**src/rtl/wpbn_pkg.sv**
```systemverilog
// Package for the noise generator: item types, register indexes, filter constants.
// Depends on nothing; used by every module in the rtl folder.
package wpbn_pkg;

  typedef struct packed {
    logic restart;
    logic block_end;
  } in_item_t;

  typedef struct packed {
    logic signed [15:0] sample;
    logic               block_last;
  } out_item_t;

  typedef struct packed {
    logic [1:0] index;
    logic [31:0] data;
  } cfg_item_t;

  localparam logic [1:0] REG_KIND  = 2'd0;
  localparam logic [1:0] REG_SEED  = 2'd1;
  localparam logic [1:0] REG_LEVEL = 2'd2;

  localparam logic [1:0] KIND_WHITE = 2'd0;
  localparam logic [1:0] KIND_PINK  = 2'd1;
  localparam logic [1:0] KIND_BROWN = 2'd2;

  localparam logic [31:0] GOLDEN_SEED = 32'h9E3779B9;
  localparam int PINK_STAGE_COUNT_DEF = 6;

  localparam logic signed [21:0] PINK_NORM  = 22'sd200000;
  localparam logic signed [21:0] BROWN_POLE = 22'sd1046446;
  localparam logic signed [21:0] BROWN_FEED = 22'sd2130;
  localparam logic signed [21:0] BROWN_GAIN = 22'sd360000;
  localparam logic signed [21:0] DCB_R      = 22'sd32604;
  localparam logic signed [21:0] DIRECT_TAP = 22'sd121569;

  function automatic logic signed [21:0] pole_coef(input logic [2:0] i);
    logic signed [21:0] r;
    begin
      unique case (i)
        3'd0: r = 22'sd1047658;
        3'd1: r = 22'sd1041827;
        3'd2: r = 22'sd1016095;
        3'd3: r = 22'sd908735;
        3'd4: r = 22'sd576716;
        default: r = -22'sd798570;
      endcase
      return r;
    end
  endfunction

  function automatic logic signed [21:0] feed_coef(input logic [2:0] i);
    logic signed [21:0] r;
    begin
      unique case (i)
        3'd0: r = 22'sd58222;
        3'd1: r = 22'sd78733;
        3'd2: r = 22'sd161332;
        3'd3: r = 22'sd325583;
        3'd4: r = 22'sd558893;
        default: r = -22'sd17720;
      endcase
      return r;
    end
  endfunction

endpackage

```
**src/rtl/wpbn_serial_mul.sv**
```systemverilog
// Bit-serial signed multiplier: 32-bit operand times 22-bit coefficient, one bit per cycle.
// Imports wpbn_pkg but uses none of it; result is the full 54-bit product.
module wpbn_serial_mul (
  input  logic               clk,
  input  logic               rst,
  input  logic               start,
  input  logic signed [31:0] a,
  input  logic signed [21:0] b,
  output logic               done,
  output logic signed [53:0] product
);
  import wpbn_pkg::*;

  logic [21:0]        mult;
  logic signed [53:0] mcand;
  logic signed [53:0] acc;
  logic [4:0]         count;
  logic               busy;

  assign product = acc;

  always_ff @(posedge clk) begin
    done <= 1'b0;
    if (rst) begin
      busy <= 1'b0;
      done <= 1'b0;
      count <= '0;
    end else if (start) begin
      busy  <= 1'b1;
      mult  <= b;
      mcand <= 54'(a);
      acc   <= '0;
      count <= '0;
    end else if (busy) begin
      if (mult[0]) begin
        if (count == 5'd21) begin
          acc <= acc - mcand;
        end else begin
          acc <= acc + mcand;
        end
      end
      mult  <= mult >> 1;
      mcand <= mcand <<< 1;
      count <= count + 5'd1;
      if (count == 5'd21) begin
        busy <= 1'b0;
        done <= 1'b1;
      end
    end
  end

  assert property (@(posedge clk) disable iff (rst) done |-> !busy)
    else $error("multiplier done while busy");
  assert property (@(posedge clk) disable iff (rst) start |=> busy)
    else $error("multiplier did not start");
  assert property (@(posedge clk) disable iff (rst) busy |-> count <= 5'd21)
    else $error("multiplier count overrun");
endmodule

```
**src/rtl/wpbn_core.sv**
```systemverilog
// Sequencer of the noise generator: xorshift, pink, brown, DC blocker and level scaling.
// Uses wpbn_pkg and wpbn_serial_mul; brown feed and gain factor bypass the shared unit.
module wpbn_core #(
  parameter int PINK_STAGES = wpbn_pkg::PINK_STAGE_COUNT_DEF
) (
  input  logic              clk,
  input  logic              rst,
  input  logic              start,
  input  wpbn_pkg::in_item_t item,
  input  logic [1:0]        kind,
  input  logic [31:0]       seed,
  input  logic [6:0]        level,
  output logic              done,
  output wpbn_pkg::out_item_t result
);
  import wpbn_pkg::*;

  typedef enum logic [9:0] {
    S_IDLE  = 10'b0000000001,
    S_RNG   = 10'b0000000010,
    S_PDEC  = 10'b0000000100,
    S_PFEED = 10'b0000001000,
    S_PTAP  = 10'b0000010000,
    S_PNORM = 10'b0000100000,
    S_BPOLE = 10'b0001000000,
    S_BGAIN = 10'b0010000000,
    S_DCB   = 10'b0100000000,
    S_GAIN  = 10'b1000000000
  } state_t;

  localparam int IW = (PINK_STAGES > 1) ? $clog2(PINK_STAGES) : 1;

  // The level gain level*32768/100 is a multiply by 327.68 scaled by 2^12 and
  // rounded up, followed by a shift; this is exact for levels up to 100.
  localparam logic [27:0] LEVEL_RECIP = 28'd1342178;

  state_t state;
  logic [31:0] rng;
  logic signed [31:0] pink [PINK_STAGES];
  logic signed [15:0] brown;
  logic signed [23:0] dcb_in;
  logic signed [31:0] dcb_out;
  logic signed [15:0] white;
  logic signed [15:0] s;
  logic signed [39:0] sum;
  logic signed [31:0] decay;
  logic signed [39:0] bacc;
  logic [IW-1:0] idx;
  logic blk;
  logic wait_mul;

  logic               mstart;
  logic signed [31:0] ma;
  logic signed [21:0] mb;
  logic               mdone;
  logic signed [53:0] mp;

  wpbn_serial_mul u_mul (
    .clk(clk), .rst(rst), .start(mstart), .a(ma), .b(mb), .done(mdone), .product(mp)
  );

  logic [31:0] x0, x1, x2, x3;
  logic signed [17:0] wd;
  logic signed [33:0] p20;
  logic signed [38:0] p15;
  logic signed [31:0] dcb_sum;
  logic signed [31:0] stage_next;
  logic [6:0] pct;
  logic [27:0] gain_prod;
  logic [15:0] gain;

  function automatic logic signed [15:0] clamp_s(input logic signed [53:0] v,
                                                  input logic signed [17:0] lo);
    logic signed [15:0] r;
    begin
      if (v < 54'(lo)) r = 16'(lo);
      else if (v > 54'sd32767) r = 16'sd32767;
      else r = v[15:0];
      return r;
    end
  endfunction

  always_comb begin
    x0 = (rng == '0) ? GOLDEN_SEED : rng;
    x1 = x0 ^ (x0 << 13);
    x2 = x1 ^ (x1 >> 17);
    x3 = x2 ^ (x2 << 5);
    wd = 18'($signed({2'b00, x3[31:16]})) - 18'sd32768;
    p20 = mp[53:20];
    p15 = mp[53:15];
    dcb_sum = dcb_out + 32'(s) * 32'sd256 - 32'(dcb_in);
    stage_next = decay + $signed(p20[31:0]);
    pct = (level > 7'd100) ? 7'd100 : level;
    gain_prod = 28'(pct) * LEVEL_RECIP;
    gain = gain_prod[27:12];
  end

  always_ff @(posedge clk) begin
    mstart <= 1'b0;
    done <= 1'b0;
    if (rst) begin
      state <= S_IDLE;
      wait_mul <= 1'b0;
      rng <= GOLDEN_SEED;
      for (int i = 0; i < PINK_STAGES; i++) pink[i] <= '0;
      brown <= '0;
      dcb_in <= '0;
      dcb_out <= '0;
    end else begin
      unique case (state)
        S_IDLE: begin
          if (start) begin
            blk <= item.block_end;
            if (item.restart) begin
              rng <= (seed == '0) ? GOLDEN_SEED : seed;
              for (int i = 0; i < PINK_STAGES; i++) pink[i] <= '0;
              brown <= '0;
              dcb_in <= '0;
              dcb_out <= '0;
            end
            state <= S_RNG;
          end
        end
        S_RNG: begin
          rng <= x3;
          white <= (wd == -18'sd32768) ? -16'sd32767 : wd[15:0];
          idx <= '0;
          sum <= '0;
          wait_mul <= 1'b0;
          if (kind == KIND_PINK) state <= S_PDEC;
          else if (kind == KIND_BROWN) state <= S_BPOLE;
          else begin
            s <= (wd == -18'sd32768) ? -16'sd32767 : wd[15:0];
            state <= S_GAIN;
          end
        end
        S_PDEC: begin
          if (!wait_mul) begin
            ma <= pink[idx];
            mb <= pole_coef(3'(idx));
            mstart <= 1'b1;
            wait_mul <= 1'b1;
          end else if (mdone) begin
            decay <= p20[31:0];
            wait_mul <= 1'b0;
            state <= S_PFEED;
          end
        end
        S_PFEED: begin
          if (!wait_mul) begin
            ma <= 32'(white);
            mb <= feed_coef(3'(idx));
            mstart <= 1'b1;
            wait_mul <= 1'b1;
          end else if (mdone) begin
            pink[idx] <= stage_next;
            sum <= sum + 40'(stage_next);
            wait_mul <= 1'b0;
            if (32'(idx) == PINK_STAGES - 1) state <= S_PTAP;
            else begin
              idx <= idx + IW'(1);
              state <= S_PDEC;
            end
          end
        end
        S_PTAP: begin
          if (!wait_mul) begin
            ma <= 32'(white);
            mb <= DIRECT_TAP;
            mstart <= 1'b1;
            wait_mul <= 1'b1;
          end else if (mdone) begin
            sum <= sum + 40'(p20);
            wait_mul <= 1'b0;
            state <= S_PNORM;
          end
        end
        S_PNORM: begin
          if (!wait_mul) begin
            ma <= sum[31:0];
            mb <= PINK_NORM;
            mstart <= 1'b1;
            wait_mul <= 1'b1;
          end else if (mdone) begin
            s <= clamp_s(54'($signed(p20[31:0])), -18'sd32767);
            wait_mul <= 1'b0;
            state <= S_DCB;
          end
        end
        S_BPOLE: begin
          if (!wait_mul) begin
            ma <= 32'(brown);
            mb <= BROWN_POLE;
            mstart <= 1'b1;
            wait_mul <= 1'b1;
            bacc <= 40'(white) * 40'(BROWN_FEED);
          end else if (mdone) begin
            brown <= clamp_s(54'((40'(mp) + bacc) >>> 20), -18'sd32767);
            wait_mul <= 1'b0;
            state <= S_BGAIN;
          end
        end
        S_BGAIN: begin
          if (!wait_mul) begin
            ma <= 32'(brown);
            mb <= BROWN_GAIN;
            mstart <= 1'b1;
            wait_mul <= 1'b1;
          end else if (mdone) begin
            s <= clamp_s(54'(p15), -18'sd32767);
            wait_mul <= 1'b0;
            state <= S_DCB;
          end
        end
        S_DCB: begin
          if (!wait_mul) begin
            ma <= dcb_sum;
            mb <= DCB_R;
            mstart <= 1'b1;
            wait_mul <= 1'b1;
          end else if (mdone) begin
            dcb_in <= 24'(32'(s) * 32'sd256);
            if (p15 > 39'sd1073741824) dcb_out <= 32'sd1073741824;
            else if (p15 < -39'sd1073741824) dcb_out <= -32'sd1073741824;
            else dcb_out <= p15[31:0];
            s <= clamp_s(54'(p15 >>> 8), -18'sd32767);
            wait_mul <= 1'b0;
            state <= S_GAIN;
          end
        end
        S_GAIN: begin
          if (!wait_mul) begin
            ma <= 32'(s);
            mb <= 22'($signed({1'b0, gain}));
            mstart <= 1'b1;
            wait_mul <= 1'b1;
          end else if (mdone) begin
            result.sample <= clamp_s(54'(p15), -18'sd32768);
            result.block_last <= blk;
            done <= 1'b1;
            wait_mul <= 1'b0;
            state <= S_IDLE;
          end
        end
        default: state <= S_IDLE;
      endcase
    end
  end

  assert property (@(posedge clk) disable iff (rst) done |-> state == S_IDLE)
    else $error("result produced outside idle");
  assert property (@(posedge clk) disable iff (rst) mstart |=> wait_mul)
    else $error("multiplier started without wait");
  assert property (@(posedge clk) disable iff (rst) (state == S_IDLE && start) |=> state == S_RNG)
    else $error("item not taken");
endmodule

```
**src/rtl/white_pink_brown_noise_generator_top.sv**
```systemverilog
// Noise generator top level: handshakes, configuration registers, output register.
// One item is processed at a time; products other than the brown feed term and the level
// factor run on the shared bit-serial multiplier.
// A new item is taken once the previous result leaves the output register.
// Synchronous reset restores registers (white, golden seed, level 100) and clears filters.
module white_pink_brown_noise_generator_top #(
  parameter int PINK_STAGES = wpbn_pkg::PINK_STAGE_COUNT_DEF
) (
  input  logic                clk,
  input  logic                rst,
  input  logic                in_valid,
  output logic                in_ready,
  input  wpbn_pkg::in_item_t  in_data,
  output logic                out_valid,
  input  logic                out_ready,
  output wpbn_pkg::out_item_t out_data,
  input  logic                cfg_valid,
  output logic                cfg_ready,
  input  wpbn_pkg::cfg_item_t cfg_data
);
  import wpbn_pkg::*;

  logic [1:0]  kind;
  logic [31:0] seed;
  logic [6:0]  level;
  logic        busy;
  logic        core_done;
  out_item_t   core_result;

  assign in_ready  = !busy && !out_valid || (!busy && out_ready);
  assign cfg_ready = 1'b1;

  wpbn_core #(.PINK_STAGES(PINK_STAGES)) u_core (
    .clk(clk), .rst(rst), .start(in_valid && in_ready), .item(in_data),
    .kind(kind), .seed(seed), .level(level), .done(core_done), .result(core_result)
  );

  always_ff @(posedge clk) begin
    if (rst) begin
      kind <= KIND_WHITE;
      seed <= GOLDEN_SEED;
      level <= 7'd100;
      busy <= 1'b0;
      out_valid <= 1'b0;
    end else begin
      if (cfg_valid) begin
        unique case (cfg_data.index)
          REG_KIND:  kind <= cfg_data.data[1:0];
          REG_SEED:  seed <= cfg_data.data;
          REG_LEVEL: level <= cfg_data.data[6:0];
          default: ;
        endcase
      end
      if (in_valid && in_ready) busy <= 1'b1;
      else if (core_done) busy <= 1'b0;
      if (core_done) begin
        out_valid <= 1'b1;
        out_data <= core_result;
      end else if (out_ready) begin
        out_valid <= 1'b0;
      end
    end
  end

  assert property (@(posedge clk) disable iff (rst) core_done |-> busy)
    else $error("result without item");
  assert property (@(posedge clk) disable iff (rst) busy |-> !in_ready)
    else $error("input taken while busy");
  assert property (@(posedge clk) disable iff (rst) core_done |=> out_valid)
    else $error("result lost");
endmodule

```
**config.mk**
```make
export PLATFORM = sky130hd
export DESIGN_NAME = white_pink_brown_noise_generator_top
export DESIGN_NICKNAME = d
export VERILOG_FILES = /design/src/rtl/wpbn_pkg.sv /design/src/rtl/wpbn_serial_mul.sv /design/src/rtl/wpbn_core.sv /design/src/rtl/white_pink_brown_noise_generator_top.sv
export SDC_FILE = /design/constraint.sdc
export NUM_CORES = 2
export LEC_CHECK = 0
export BUFFER_PORTS_ARGS = -buffer_cell sky130_fd_sc_hd__buf_2
export CAP_MARGIN = 20
export CORE_MARGIN = 10
export CORE_UTILIZATION = 47
export DETAILED_ROUTE_END_ITERATION = 8
export PLACE_DENSITY_LB_ADDON = 0.3
export SYNTH_ARGS = -nofsm -noshare
export SYNTH_HDL_FRONTEND = slang
export SYNTH_HIERARCHICAL = 1
export SYNTH_SLANG_ARGS = --single-unit
export TNS_END_PERCENT = 1
```
**constraint.sdc**
```tcl
create_clock -name clk -period 12.1 [get_ports clk]
set_input_delay 1.21 -clock clk [delete_from_list [all_inputs] [get_ports clk]]
set_output_delay 1.21 -clock clk [all_outputs]
set_load 0.05 [all_outputs]
```
# ---- After elaboration in Yosys (flattened, before gate mapping)
# Memories as Yosys holds them, arrays and structs flattened. A register that Yosys moved wholly into a read port is not among the register bits.
# Cells that the tools add are included.
dict set report totals {
  romBits 0
  input_bits 41
  register_bits 521
  latchBits 0
  ramBits 192
  mem_count 1
  output_inout_bits 20
  elab_cells 306
}
# memory words width read_ports rd_ports_with_merged_regs write_ports line_no
set memory_table {}
lappend memory_table {u_core.pink 6 32 1 1 6 wpbn_core.sv:39} ;# logic signed [31:0] pink [PINK_STAGES];
dict set report classes {
  bitwise_logic 14
  n_mux 128
  shift 0
  mul 2
  n_div 0
  eq_ne 54
  n_addsub 11
  order_cmp 12
  n_reduce_logical 52
}
# cell count
set ops {}
lappend ops {{$mux W32} 23}
lappend ops {{$mux W16} 21}
lappend ops {{$mux W54} 5}
lappend ops {{$mux W22} 10}
lappend ops {{$pmux W22 S5} 2}
lappend ops {{$pmux W32 S6} 1}
lappend ops {{$pmux W22 S8} 1}
lappend ops {{$mux W10} 17}
lappend ops {{$mux W40} 4}
lappend ops {{$pmux W32 S2} 2}
lappend ops {{$pmux W40 S3} 1}
lappend ops {{$mux W24} 4}
lappend ops {{$pmux W10 S9} 1}
lappend ops {{$lt A39 B16 Y1 const B} 2}
lappend ops {{$logic_not A32 Y1} 2}
lappend ops {{$pmux W16 S4} 1}
lappend ops {{$xor A32 B32 Y32} 2}
lappend ops {{$add A54 B54 Y54} 1}
lappend ops {{$sub A54 B54 Y54} 1}
lappend ops {{$pmux W24 S2} 1}
lappend ops {{$ne A2 B2 Y1 const B} 22}
lappend ops {{$add A40 B29 Y41} 1}
lappend ops {{$add A40 B32 Y40} 1}
lappend ops {{$add A40 B34 Y40} 1}
lappend ops {{other kinds (68)} 146}

# ---- Logic depth before layout (Yosys ltp)
dict set report depth {
  depth_word 11
  mapped_depth 25
  depth_no_buf 25
}

# ---- Hierarchy
# The synthesis kept the hierarchy.
# module seq_area_each_um2 cells_each area_each_um2 instances
set by_module_without_submodules {}
lappend by_module_without_submodules {wpbn_core 15875.2 3539 36601.4 1}
lappend by_module_without_submodules {wpbn_serial_mul 4043.9 971 9535.4 1}
lappend by_module_without_submodules {white_pink_brown_noise_generator_top 1371.3 208 2222.1 1}

# ---- Least setup slack after synthesis
# No wires, ideal clock.
dict set report synth_timing {
  kind {register -> register}
  startpoint {register level[4]}
  endpoint {register u_core.mb[15], data pin}
  arrival_ps 5217
  path_buffers 0
  required_time_ps 11834
  path_stages_with_launch 20
  slack_ps 6617
  synth_period_minus_slack_ps 5483
  setup_ps 266
  path_cell_list {dfxtp_1 > a21boi_0 > fa_1 > fa_1 > fa_1 > inv_1 > fa_1 > inv_1 > ha_1 > nand3_1 > o221ai_1 > a21o_1 > a41o_1 > o311ai_0 > a31oi_1 > or2_2 > a21oi_1 > mux2i_1 > o21ai_0 > nand3_1}
}
dict set report synth_between {
  elab_chain_cells 5
}
# item line_no
set synth_lines {}
lappend synth_lines {{start: declaration} white_pink_brown_noise_generator_top.sv:25} ;# logic [6:0] level;
lappend synth_lines {{start signal: assignment} white_pink_brown_noise_generator_top.sv:50} ;# REG_LEVEL: level <= cfg_data.data[6:0];
lappend synth_lines {{$gt A7 B7 Y1} wpbn_core.sv:93} ;# pct = (level > 7'd100) ? 7'd100 : level;
lappend synth_lines {{$mux W7 *} wpbn_core.sv:93}
lappend synth_lines {{$mul A7 B20 Y27 *} wpbn_core.sv:94} ;# gain_prod = 28'(pct) * LEVEL_RECIP;
lappend synth_lines {{$mux W22 *} wpbn_core.sv:232} ;# if (!wait_mul) begin
lappend synth_lines {{$pmux W22 S8 *} wpbn_core.sv:110} ;# unique case (state)
lappend synth_lines {{end signal: assignment} wpbn_core.sv:140} ;# mb <= pole_coef(3'(idx));
lappend synth_lines {{end signal: assignment} wpbn_core.sv:152} ;# mb <= feed_coef(3'(idx));
lappend synth_lines {{end signal: assignment} wpbn_core.sv:234} ;# mb <= 22'($signed({1'b0, gain}));
lappend synth_lines {{end: declaration} wpbn_core.sv:54} ;# logic signed [21:0] mb;
# Mark *: on every way between the ends. The rest lies on a longest branch, timed or not. The select of a mux whose other input is x is not followed.
# A chain may end at the register's enable or synchronous reset.

# ---- Worst setup path in the final report
dict set report layout_timing {
  startpoint {register u_core.u_mul.acc[21], in the netlist u_core/u_mul/product[21]}
  endpoint {register u_core.sum[31], data pin}
}
dict set report layout_between {
  elab_chain_cells 5
  elab_cells_between_ends 8
  cone_classes {add/sub: 3; mux: 5}
}
# item line_no
set layout_lines {}
lappend layout_lines {{start: declaration} wpbn_serial_mul.sv:16} ;# logic signed [53:0] acc;
lappend layout_lines {{start signal: assignment} wpbn_serial_mul.sv:37} ;# acc <= acc - mcand;
lappend layout_lines {{start signal: assignment} wpbn_serial_mul.sv:39} ;# acc <= acc + mcand;
lappend layout_lines {{$add A32 B32 Y32} wpbn_core.sv:92} ;# stage_next = decay + $signed(p20[31:0]);
lappend layout_lines {{$add A40 B32 Y40} wpbn_core.sv:157} ;# sum <= sum + 40'(stage_next);
lappend layout_lines {{$mux W40} wpbn_core.sv:155} ;# end else if (mdone) begin
lappend layout_lines {{$mux W40} wpbn_core.sv:150} ;# if (!wait_mul) begin
lappend layout_lines {{$pmux W40 S3 *} wpbn_core.sv:110}
lappend layout_lines {{end signal: assignment} wpbn_core.sv:157}
lappend layout_lines {{end signal: assignment} wpbn_core.sv:173} ;# sum <= sum + 40'(p20);
lappend layout_lines {{end: declaration} wpbn_core.sv:45} ;# logic signed [39:0] sum;
# Marks and branches as above.

==> impl_metrics.tcl <==
set metrics [dict create \
    status "finished, violations left" \
    violations "design-rule violations" \
    p_int_mw 5.025 \
    async_reset_ff_share_pct 0 \
    num_io_pins 61 \
    final_nets 5177 \
    maxCapViolations 0 \
    worst_slack_ns 5.655 \
    end_kind "register" \
    final_antenna_net_count 0 \
    finalMaxSlewViolations 0 \
    power.switching_mw 1.998 \
    ys.flop_type "edfxtp_1" \
    totalWireLength_um 142000 \
    r2r-start "u_core/u_mul/product[21]$_SDFFCE_PP0P_" \
    clock_power_share_pct 37.9 \
    power_frac_comb_pct 17.9 \
    p_per_area_nw_per_um2 132.8 \
    post_cts_resized 0 \
    synth.distinct_cells 111 \
    post-route-min-period_ns 6.445 \
    regToRegSetupSlack_ns 5.66 \
    crit_chain "ha_1, a21o_1, a21oi_1, o21ai_0, a31oi_1, nor2b_1, nor2_1, o21bai_1, a21oi_1, xor2_1, o21ai_0, ha_1, and3_1, nand3_1, o311ai_1, a2111oi_2, o311ai_2, a211oi_1, o31ai_1, a21oi_1, xnor2_1, mux2i_1" \
    critPathLaunchType "register" \
    core_area_um2 102000 \
    start_util_pct 47.39 \
    drive_gt1_share_pct 10.38 \
    mostFrequentLayoutCells "edfxtp_1, nor2_1, ha_1" \
    hpwl_um 101000 \
    required_ns 12.49 \
    antenna_found_initial 2 \
    tightest_slew_ns 1.154 \
    cts_root_buffer "clkbuf_16" \
    cts_setup_buffers 0 \
    rows 117 \
    antenna_cells 0 \
    ys_ff_latch 763 \
    port_buffers 59 \
    final_common_cell "edfxtp_1" \
    p_leak_nw 20.58 \
    place.gp.congestion 1.006 \
    drc 3 \
    avgSynthCellArea_um2 10.25 \
    worstPathArrival_ns 6.83 \
    grt_max_degree 75 \
    slowest_delay_ns 0.74 \
    timing.fmax_ghz 0.1552 \
    dp_cells 5995 \
    grt_use_total_pct 23.56 \
    yosysSeqAreaShare_pct 44.03 \
    cts_max_path_buffers 3 \
    critPathKind "reg2reg" \
    die_h_um 340.8 \
    htree_levels 3 \
    hp-start "u_core/result[1]$_SDFFCE_PP0P_" \
    die-area_um2 116100 \
    hold_end "out_data[1]$_DFFE_PP_" \
    ys_warn_count 6 \
    synth_cells 4718 \
    hold_buffers 0 \
    clk_pin_slew_ns 0.07 \
    pre_cts_ws_ns 5.832 \
    setup_viol 0 \
    clk_latency_ns 0.66 \
    hold_path.class "reg2reg" \
    cts_sinks 763 \
    grt_pass1_vias 35739 \
    pwr-share-seq_pct 44.2 \
    clock_skew_ns 0.03454 \
    cp_slowest_cell "edfxtp_1" \
    post-route-period-util_pct 53.26 \
    numCtsBuffers 83 \
    grt_first_pass_wirelength_um 214000 \
    cp_common_cell "a21oi_1" \
    drtIter0Drc 4117 \
    synth_nets 5182 \
    ir_drop_mv 0.1017 \
    r2r_cells 22 \
    overflow 0 \
    routedWlPerCell_um 23.10 \
    cts_tree "built" \
    netSwitchingFraction_pct 28.45 \
    final_hold_viol_count 0 \
    fin_cells 6148 \
    worstPathMaxFanout 10 \
    relSlewSlack_pct 23.08 \
    area_growth_syn_to_layout_pct 9.389 \
    min_path_cells 0 \
    dr.pass1.iters 9 \
    synth_area_um2 48360 \
    post_drt_via_cell_ratio 6.064 \
    rr_endpoint "u_core/sum[31]$_SDFFCE_PP0P_" \
    fp.dieW_um 340.8 \
    route.vias.total 37283 \
    synth_edf_count 601 \
    rsz0062_at_grt "no" \
    final.setup.tns_ns 0 \
]
power groups by stage:
stage	Clock [mW]	Combinational, mW	Sequential, mW
6_report	2.66	1.26	3.11
5_1_grt	2.81	1.36	3.12
4_1_cts	2.70	1.23	3.10
3_5_place_dp	0	1.22	3.16
3_3_place_gp	0	1.20	3.15
2_1_floorplan	0	0.895	3.11
synth_stat cells (all sizes together), types with 40 or more instances:
library cell | count | share of area (%)
nand2 | 293 | 2.3
buf | 50 | 0.60
xor2 | 100 | 1.8
dfxtp | 162 | 6.7
nor3 | 122 | 1.5
mux4 | 64 | 3.0
xnor2 | 191 | 3.5
nand4 | 50 | 0.65
a22oi | 43 | 0.67
nor2b | 40 | 0.52
clkbuf | 168 | 1.3
edfxtp | 601 | 37
nor4 | 41 | 0.63
fa | 75 | 3.1
inv | 322 | 2.5
a21oi | 312 | 3.3
ha | 348 | 9.0
a21o | 89 | 1.4
nand3 | 96 | 0.99
mux2 | 61 | 1.4
mux2i | 50 | 1.0
o21ai | 243 | 2.5
nor2 | 605 | 4.7
through the flow:
stage                     utilization [%]  area (um2)  hold slack (ns)  power (mW)
after floorplan                         -       48360           0.4003       4.004
after global placement              49.06       50060           0.4026       4.358
after detailed placement            49.07       50070           0.4065       4.377
after CTS                           51.84       52890           0.4190       7.030
after global routing                51.84       52900           0.4206       7.293
final                               51.84       52900           0.4162       7.023
critical path: cells and delay by family, from the launching register on:
kind	cells	cell delay, ns
adder cells (fa/ha/maj)	2	0.75
AND/OR/NAND/NOR	4	0.58
multiplexers	1	0.09
flip-flops	1	0.74
XOR/XNOR	2	0.77
AO/OA/AOI/OAI	13	3.23
flip-flops by register name, summed over array words and instances, names as in the netlist, 16 cells and up, named ones only:
name / count
u_core/u_mul/mcand: 54
out_data: 17
seed: 32
u_core/ma: 32
u_core/dcb_in: 16
u_core/s: 16
u_core/dcb_out: 32
u_core/u_mul/product: 54
u_core/brown: 16
u_core/mb: 21
u_core/u_mul/mult: 22
u_core/pink: 256
u_core/decay: 32
u_core/rng: 32
u_core/white: 16
u_core/bacc: 28
u_core/sum: 32
u_core/result: 17
routing by layer:
| layer | track usage (%) | vias to the layer above | part of all wire (%) |
|---|---|---|---|
| met5 | 0 | - | 0 |
| met4 | 9.470 | 0 | 4.1 |
| met3 | 4.429 | 297 | 9.4 |
| met2 | 36.97 | 1588 | 45 |
| met1 | 31.95 | 18171 | 41 |
| li1 | - | 17227 | - |
logic make-up (layout without fill, tap and decap cells):
kind of cell,count (synthesis),in the layout,synth area share [%]
multiplexers,175,175,5.436
XOR/XNOR,291,291,5.270
AO/OA/AOI/OAI,1072,1072,14.52
buffers and inverters,540,602,4.398
other,1,1,0.007755
flip-flops,763,763,44.03
adder cells (fa/ha/maj),423,423,12.11
AND/OR/NAND/NOR,1453,1453,14.23
how the worst max path moves through the flow:
| stage | to | startpoint | slack, ns |
|---|---|---|---|
| 2_1_floorplan | u_core/mb[15]$_DFFE_PP_ | level[4]$_SDFFE_PP0P_ | 6.62 |
| 5_1_grt | u_core/sum[31]$_SDFFCE_PP0P_ | u_core/u_mul/product[21]$_SDFFCE_PP0P_ | 5.16 |
| 3_3_place_gp | u_core/mb[15]$_DFFE_PP_ | level[5]$_SDFFE_PP1P_ | 5.94 |
| 3_5_place_dp | u_core/sum[31]$_SDFFCE_PP0P_ | u_core/u_mul/product[21]$_SDFFCE_PP0P_ | 5.83 |
| 4_1_cts | u_core/sum[31]$_SDFFCE_PP0P_ | u_core/u_mul/product[21]$_SDFFCE_PP0P_ | 5.80 |
| 6_report | u_core/sum[31]$_SDFFCE_PP0P_ | u_core/u_mul/product[21]$_SDFFCE_PP0P_ | 5.66 |
final cells by class:
| class | count | area (um2) |
|---|---|---|
| timing repair buffer | 128 | 819.5 |
| clock buffer | 97 | 2212 |
| fill | 9052 | 49130 |
| tap | 1368 | 1712 |
| inverter | 322 | 1210 |
| sequential | 763 | 21300 |
| multi-input combinational | 3415 | 25030 |
| clock inverter | 55 | 614.3 |
(Power assumes the default switching activity.)
